$ cat src/rtl/swdl_pkg.sv
// Shared constants, codes and types for the single-wire debug link master.
package swdl_pkg;

    localparam int ADDR_BITS      = 7;
    localparam int HDR_BITS       = ADDR_BITS + 2;
    localparam int DATA_BITS_DEF  = 32;
    localparam int FIFO_DEPTH_DEF = 4;

    localparam int CMD_W      = 2;
    localparam int WORD_W     = 32;
    localparam int PULSE_W    = 8;
    localparam int TICK_W     = 16;
    localparam int CFG_IDX_W  = 3;
    localparam int CFG_DATA_W = 16;

    localparam logic [CMD_W-1:0] CMD_TICK  = 2'd0;
    localparam logic [CMD_W-1:0] CMD_WRITE = 2'd1;
    localparam logic [CMD_W-1:0] CMD_READ  = 2'd2;

    localparam logic [CFG_IDX_W-1:0] CFG_SHORT     = 3'd0;
    localparam logic [CFG_IDX_W-1:0] CFG_LONG      = 3'd1;
    localparam logic [CFG_IDX_W-1:0] CFG_THRESHOLD = 3'd2;
    localparam logic [CFG_IDX_W-1:0] CFG_TIMEOUT   = 3'd3;
    localparam logic [CFG_IDX_W-1:0] CFG_GUARD     = 3'd4;

    localparam logic [PULSE_W-1:0] SHORT_RST     = 8'd1;
    localparam logic [PULSE_W-1:0] LONG_RST      = 8'd32;
    localparam logic [PULSE_W-1:0] THRESHOLD_RST = 8'd4;
    localparam logic [TICK_W-1:0]  TIMEOUT_RST   = 16'd144;
    localparam logic [TICK_W-1:0]  GUARD_RST     = 16'd96;

    typedef struct packed {
        logic                 start;
        logic                 is_read;
        logic [ADDR_BITS-1:0] reg_address;
        logic [WORD_W-1:0]    write_data;
        logic                 line_in;
    } t_swdl_item;

    typedef struct packed {
        logic              drive_low;
        logic              busy_res;
        logic              done_res;
        logic              success;
        logic [WORD_W-1:0] read_data;
    } t_swdl_res;

endpackage

$ cat src/rtl/swdl_fifo.sv
// Short queue of decoded items between the front stage and the engine.
module swdl_fifo import swdl_pkg::*; #(
    parameter int DEPTH = FIFO_DEPTH_DEF
) (
    input  logic       i_clk,
    input  logic       i_rst_n,
    input  logic       i_push,
    input  t_swdl_item i_item,
    output logic       o_ready,
    output logic       o_valid,
    output t_swdl_item o_item,
    input  logic       i_pop
);

    localparam int PTR_W = $clog2(DEPTH);
    localparam int CNT_W = $clog2(DEPTH + 1);
    localparam logic [PTR_W-1:0] LAST = PTR_W'(DEPTH - 1);
    localparam logic [CNT_W-1:0] FULL = CNT_W'(DEPTH);

    t_swdl_item       r_mem [DEPTH];
    logic [PTR_W-1:0] r_wr_ptr;
    logic [PTR_W-1:0] r_rd_ptr;
    logic [CNT_W-1:0] r_count;
    logic [PTR_W-1:0] n_wr_ptr;
    logic [PTR_W-1:0] n_rd_ptr;
    logic [CNT_W-1:0] n_count;
    logic             do_push;
    logic             do_pop;

    assign o_ready = (r_count != FULL);
    assign o_valid = (r_count != '0);
    assign o_item  = r_mem[r_rd_ptr];
    assign do_push = i_push && o_ready;
    assign do_pop  = i_pop && o_valid;

    always_comb begin
        n_wr_ptr = r_wr_ptr;
        n_rd_ptr = r_rd_ptr;
        n_count  = r_count;
        if (do_push) begin
            n_wr_ptr = (r_wr_ptr == LAST) ? '0 : r_wr_ptr + 1'b1;
        end
        if (do_pop) begin
            n_rd_ptr = (r_rd_ptr == LAST) ? '0 : r_rd_ptr + 1'b1;
        end
        case ({do_push, do_pop})
            2'b10:   n_count = r_count + 1'b1;
            2'b01:   n_count = r_count - 1'b1;
            default: n_count = r_count;
        endcase
    end

    always_ff @(posedge i_clk) begin
        if (!i_rst_n) begin
            r_wr_ptr <= '0;
            r_rd_ptr <= '0;
            r_count  <= '0;
        end else begin
            r_wr_ptr <= n_wr_ptr;
            r_rd_ptr <= n_rd_ptr;
            r_count  <= n_count;
        end
        if (do_push) begin
            r_mem[r_wr_ptr] <= i_item;
        end
    end

endmodule

$ cat config.mk
export PLATFORM = sky130hd
export DESIGN_NAME = swdl_fifo
export DESIGN_NICKNAME = d
export VERILOG_FILES = /design/src/rtl/swdl_pkg.sv /design/src/rtl/swdl_fifo.sv
export SDC_FILE = /design/constraint.sdc
export NUM_CORES = 1
export LEC_CHECK = 0
export BUFFER_PORTS_ARGS = -buffer_cell sky130_fd_sc_hd__buf_2
export CORE_MARGIN = 2
export CORE_UTILIZATION = 38
export CTS_CLUSTER_DIAMETER = 50
export DETAILED_ROUTE_END_ITERATION = 10
export GPL_ROUTABILITY_DRIVEN = 0
export PLACE_DENSITY_LB_ADDON = 0.15
export SLEW_MARGIN = 40
export SYNTH_ARGS = -nofsm -noshare
export SYNTH_HDL_FRONTEND = slang
export SYNTH_SLANG_ARGS = --single-unit
export TNS_END_PERCENT = 10
$ cat constraint.sdc
create_clock -name i_clk -period 3.2 [get_ports i_clk]
set_clock_uncertainty 0.15 [all_clocks]
set_input_delay 0.32 -clock i_clk [delete_from_list [all_inputs] [get_ports i_clk]]
set_output_delay 0.32 -clock i_clk [all_outputs]
set_load 0.02 [all_outputs]
* Yosys cells after proc, flatten, opt, wreduce, memory -nomap -nowiden
Memory sizes are Yosys's and may differ from the RTL's. A register that Yosys moved wholly into a read port is not among the register bits. Index checks and enable logic that the tools add are counted.
Cells by class: $add $sub $neg 4, equal/unequal tests 5, multiplexer cells 7, reduce and logical (&&, ||, !) cells 4
Operators with widths (number):
- 2-bit two-way mux | 4
- 2-bit equality test (second input constant) | 3
- 3-bit one-hot mux with 2 select lines | 1
- 2-bit by 1-bit adder with 2-bit output (second input constant) | 2
- 3-bit by 1-bit adder with 3-bit output (second input constant) | 1
- 3-bit != test (second input constant) | 1
- 3-bit nonzero test | 1
- 3-bit by 1-bit subtractor with 3-bit output (second input constant) | 1
- 2-bit by 1-bit equality test with 1-bit output (second input constant) | 1
- 1-bit logical AND | 2
- 1-bit two-way mux | 2
- 2-bit nonzero test | 1
Storage, ports and cells: register bits 7, bits in writable memories 168, input bits 46, word-level logic and storage cells 24, memories kept 1
Memories:
- r_mem | depth 4, width 42, rd ports 1, clocked after Yosys merged registers in 1, write ports 1, RTL line swdl_fifo.sv:20 | t_swdl_item r_mem [DEPTH];

* Longest topological paths before layout
depth after elaboration 4, gate-level depth with buffers 10, mapped depth without buffers 9

* Worst setup path before layout
No wires, ideal clock.
path kind reg-to-reg, start reg r_count[2], end reg r_count[2], arrival time 2.293 ns, setup slack 0.687 ns, stages on the path, launching flop included 11, buffers on the path 1, clock period less this slack 2.513 ns, cell sequence dfxtp_1 -> or3b_1 -> buf_6 -> and2_4 -> inv_1 -> ha_1 -> inv_1 -> fa_1 -> xor2_1 -> or3_2 -> a21boi_1
On the way: longest elaborated chain between the ends 4, elaborated cells between the ends (all ways) 10, classes of those cells add/sub (2); eq/ne (3); mux (1); reduce/logical (4)
RTL lines:
- start: declaration | RTL line swdl_fifo.sv:23 | logic [CNT_W-1:0] r_count;
- start signal: assignment | RTL line swdl_fifo.sv:61 | r_count <= n_count;
- 3-bit != test * | RTL line swdl_fifo.sv:30 | assign o_ready = (r_count != FULL);
- via o_ready | RTL line swdl_fifo.sv:9 | output logic o_ready,
- 1-bit logical AND * | RTL line swdl_fifo.sv:33 | assign do_push = i_push && o_ready;
- 2-bit by 1-bit equality test with 1-bit output or 2-bit equality test (tied branches) | RTL line swdl_fifo.sv:46 | case ({do_push, do_pop})
- 3-bit one-hot mux with 2 select lines or 2-bit nonzero test (tied branches)
The timed path passes the listed nets; every way through them passes the cells marked *. A chain may end at the register's enable or synchronous reset.

* Worst setup path in the final report
start reg r_count[2], end reg r_count[2]
On the way: longest elaborated chain between the ends 4, elaborated cells between the ends (all ways) 10, classes of those cells add/sub (2); eq/ne (3); mux (1); reduce/logical (4)
RTL lines (RTL line):
- 3-bit != test or 3-bit nonzero test (tied branches) | swdl_fifo.sv:30, swdl_fifo.sv:31
- 1-bit logical AND (on tied branches) | swdl_fifo.sv:33, swdl_fifo.sv:34
- 2-bit by 1-bit equality test with 1-bit output or 2-bit equality test (tied branches) | swdl_fifo.sv:46
- 3-bit one-hot mux with 2 select lines or 2-bit nonzero test (tied branches)
Parallel ways exist; a longest one is shown, timed or not.

==> impl_metrics.ini <==
[critical_path]
worstPathRequired_ns = 3.41
worstRegToRegCells = 9
rr_startpoint = r_count[2]
arrival_ns = 2.83
r2r_setup_slack_ns = 0.57
cp_max_fo = 7
slowest_delay_ns = 0.47
critical_path_buf_inv_count = 2
path_common_cell = inv_1
startpoint = r_count[2]
endpoint = r_count[2]
path_class = reg -> reg
crit_family = simple AND/OR/NAND/NOR gates
crit_slowest_cell = or3b_1
critical_path_cell_count = 9
reg2reg_to = r_count[2]
critPathLaunchType = flop
worst_setup_path_end_kind = flop
cp_cell_sequence = or3b_1 -> and2_4 -> inv_1 -> ha_1 -> inv_1 -> fa_1 -> xor2_1 -> or3_2 -> a21boi_1

[finish]
multi_input_area_mm2 = 0.00123
layout-drive-gt1-share_pct = 39.1
final_common_cell = edfxtp_1
final_net_count = 473
fill_cells = 1469
n_antenna_cell = 0
final_cell_mix = edfxtp_1 (168), buf_2 (89), mux4_2 (42), dlygate4sd3_1 (42), clkbuf_16 (17)
register_area_mm2 = 0.00523
syn_to_final_growth_pct = 25.2

[power_and_ir_drop]
p_sw_mw = 1.73
peakVddDrop_uv = 372
totalPowerFinal_mw = 6.16
pwr-share-seq_pct = 47.7
p_clk_share_pct = 28.2
power_per_cell_area_mw_per_mm2 = 751
intPower_mw = 4.43
p_leak_nw = 2.79
combPwrFrac_pct = 24.1
swShare_pct = 28.0

[routing]
wl_per_cell_um = 17.8
num_vias = 3122
vias_per_cell = 4.77
drc_errors = 0
drt_first_pass_iters = 4
ant_nets = 0
wirelength_um = 11700
drt_iter0_markers = 157

[clocking]
cts_buffers = 17
cts_hold_buffers = 42
clockBufferDepth = 2
clk_pin_slew_ns = 0.06
htree_num_levels = 4
clk_latency_ns = 0.42
cts.sinks = 177
cts_tree = built
cts_setup_buffers = 0
cts-root-buf = clkbuf_16
cts.repair.resized = 0

[sta]
fin_crit_ns = 2.63
fin_crit_sh_pct = 82.1
finalSetupTns_ns = 0
rsz0062_at_grt = no
max_freq_mhz = 381
relSlewSlack_pct = 61.3
maxSlewViolCount = 0
tightest_slew_ns = 0.575
finalSetupViolCount = 0
hold_viol = 0

[synth]
yosys.cell_types.count = 27
yosysWarnings = 0
synth-seq-area-share_pct = 79.8
synth_mux_area_share_pct = 14.6
syn_nets = 329
ys_seq_elements = 177
synthXorXnorAreaFrac_pct = 0.267
synth_compound_area_share_pct = 0.611
synth_area_per_cell_um2 = 23.7
synth_top_family_by_area = multiplexers
postSynthCellCount = 276
synth_fa_ha_area_share_pct = 1.45
synth_area_mm2 = 0.00655
synthSimpleGateAreaFrac_pct = 1.83

[grt]
grt_use_total_pct = 13.5
grt_overflow = 0
grt_antenna_before_repair = 0
grt_pass1_wl_um = 17800
grt_max_degree = 27
grt_pass1_vias = 3331

[floorplan]
die_area_mm2 = 0.0183
die_w_um = 135
ios = 90
fp-row-count = 48
core_area_mm2 = 0.0171
die_h_um = 135
initial_core_util_pct = 38.4

[outcome]
outcome = finished clean

[placed_design]
hpwl_um = 7100
portBuffers = 89

[min_path]
hold_class = in -> reg

[run]
drv_cap = 0
## worst min-delay path, cell delays in order
cell	delay, ns
buf_2	0.12
nand4_1	0.07
o21ai_1	0.06
## layer usage
metal / vias to the layer above / track usage, % / part of all wire [%]
met3: 14 / 3.78 / 3.9
li1: 1434 / - / -
met1: 1612 / 17.0 / 43
met2: 62 / 22.1 / 51
met4: 0 / 5.73 / 1.6
met5: - / 0 / 0
## power by group through the flow
stage	logic [mW]	clock network, mW	registers [mW]
2_1_floorplan	1.09	0	2.89
3_3_place_gp	1.47	0	2.99
3_5_place_dp	1.48	0	3.00
4_1_cts	1.52	1.77	2.95
5_1_grt	1.59	1.87	2.98
6_report	1.49	1.74	2.94
## layout make-up
type	count	area share, %
clock inverter	9	0.565
timing repair buffer	137	11.6
multi-input combinational	80	15.0
sequential	177	63.8
tap	225	3.43
inverter	7	0.320
clock buffer	20	5.33
## sequential cells by signal, summed over array words and instances, names as in the netlist, named ones only
register and flops:
r_rd_ptr 2, r_count 3, r_mem 168, r_wr_ptr 2
## stage by stage
stage               util (%)  setup WS, ns  std cells  hold WS [ns]  area (um^2)
floorplan                  -         0.687        276         0.269         6550
global route            48.1         0.410        655        0.0480         8200
global placement        42.8         0.668        584         0.342         7300
finish                  48.1         0.573        655        0.0456         8200
CTS                     48.1         0.549        655        0.0148         8200
detailed placement      42.8         0.620        584         0.348         7300
## kinds of logic (layout without fill, tap and decap cells)
logic type                 after synthesis  in the layout
DFF                                    177            177
muxes                                   43             43
and+or+nand+nor                         21             21
adders and majority gates                7              7
xor gates and xnor gates                 2              2
buffers and inverters                   19            173
AOI/OAI and AO/OA                        7              7
## cells in the mapped netlist
cell type	count	area share, %
dfxtp_1	9	2.8
and3_1	1	0.096
nor2_1	2	0.11
and2_4	1	0.13
inv_1	7	0.40
nand3_1	2	0.15
a21boi_1	1	0.11
xor2_1	1	0.13
buf_2	2	0.15
nand4_1	1	0.096
and2_1	2	0.19
fa_1	1	0.31
ha_1	6	1.1
mux4_2	42	14
buf_4	4	0.46
o21ai_1	1	0.076
edfxtp_1	168	77
clkbuf_1	5	0.29
mux2i_1	1	0.15
buf_6	1	0.17
or3_2	2	0.23
o21ai_0	4	0.31
xnor2_1	1	0.13
and3_2	3	0.34
o31ai_1	1	0.11
or3b_1	1	0.13
nand2_1	6	0.34
## worst min path at each step
stage	slack, ns	cells after the start	to	from
floorplan	0.27	0	r_mem[0][0]	i_item[0]
global placement	0.34	2	r_count[2]	r_count[2]
detailed placement	0.35	2	r_count[2]	r_count[2]
CTS	0.01	3	r_wr_ptr[0]	i_push
global route	0.05	3	r_wr_ptr[0]	i_push
finish	0.05	3	r_wr_ptr[0]	i_push
(Power assumes the default switching activity.)
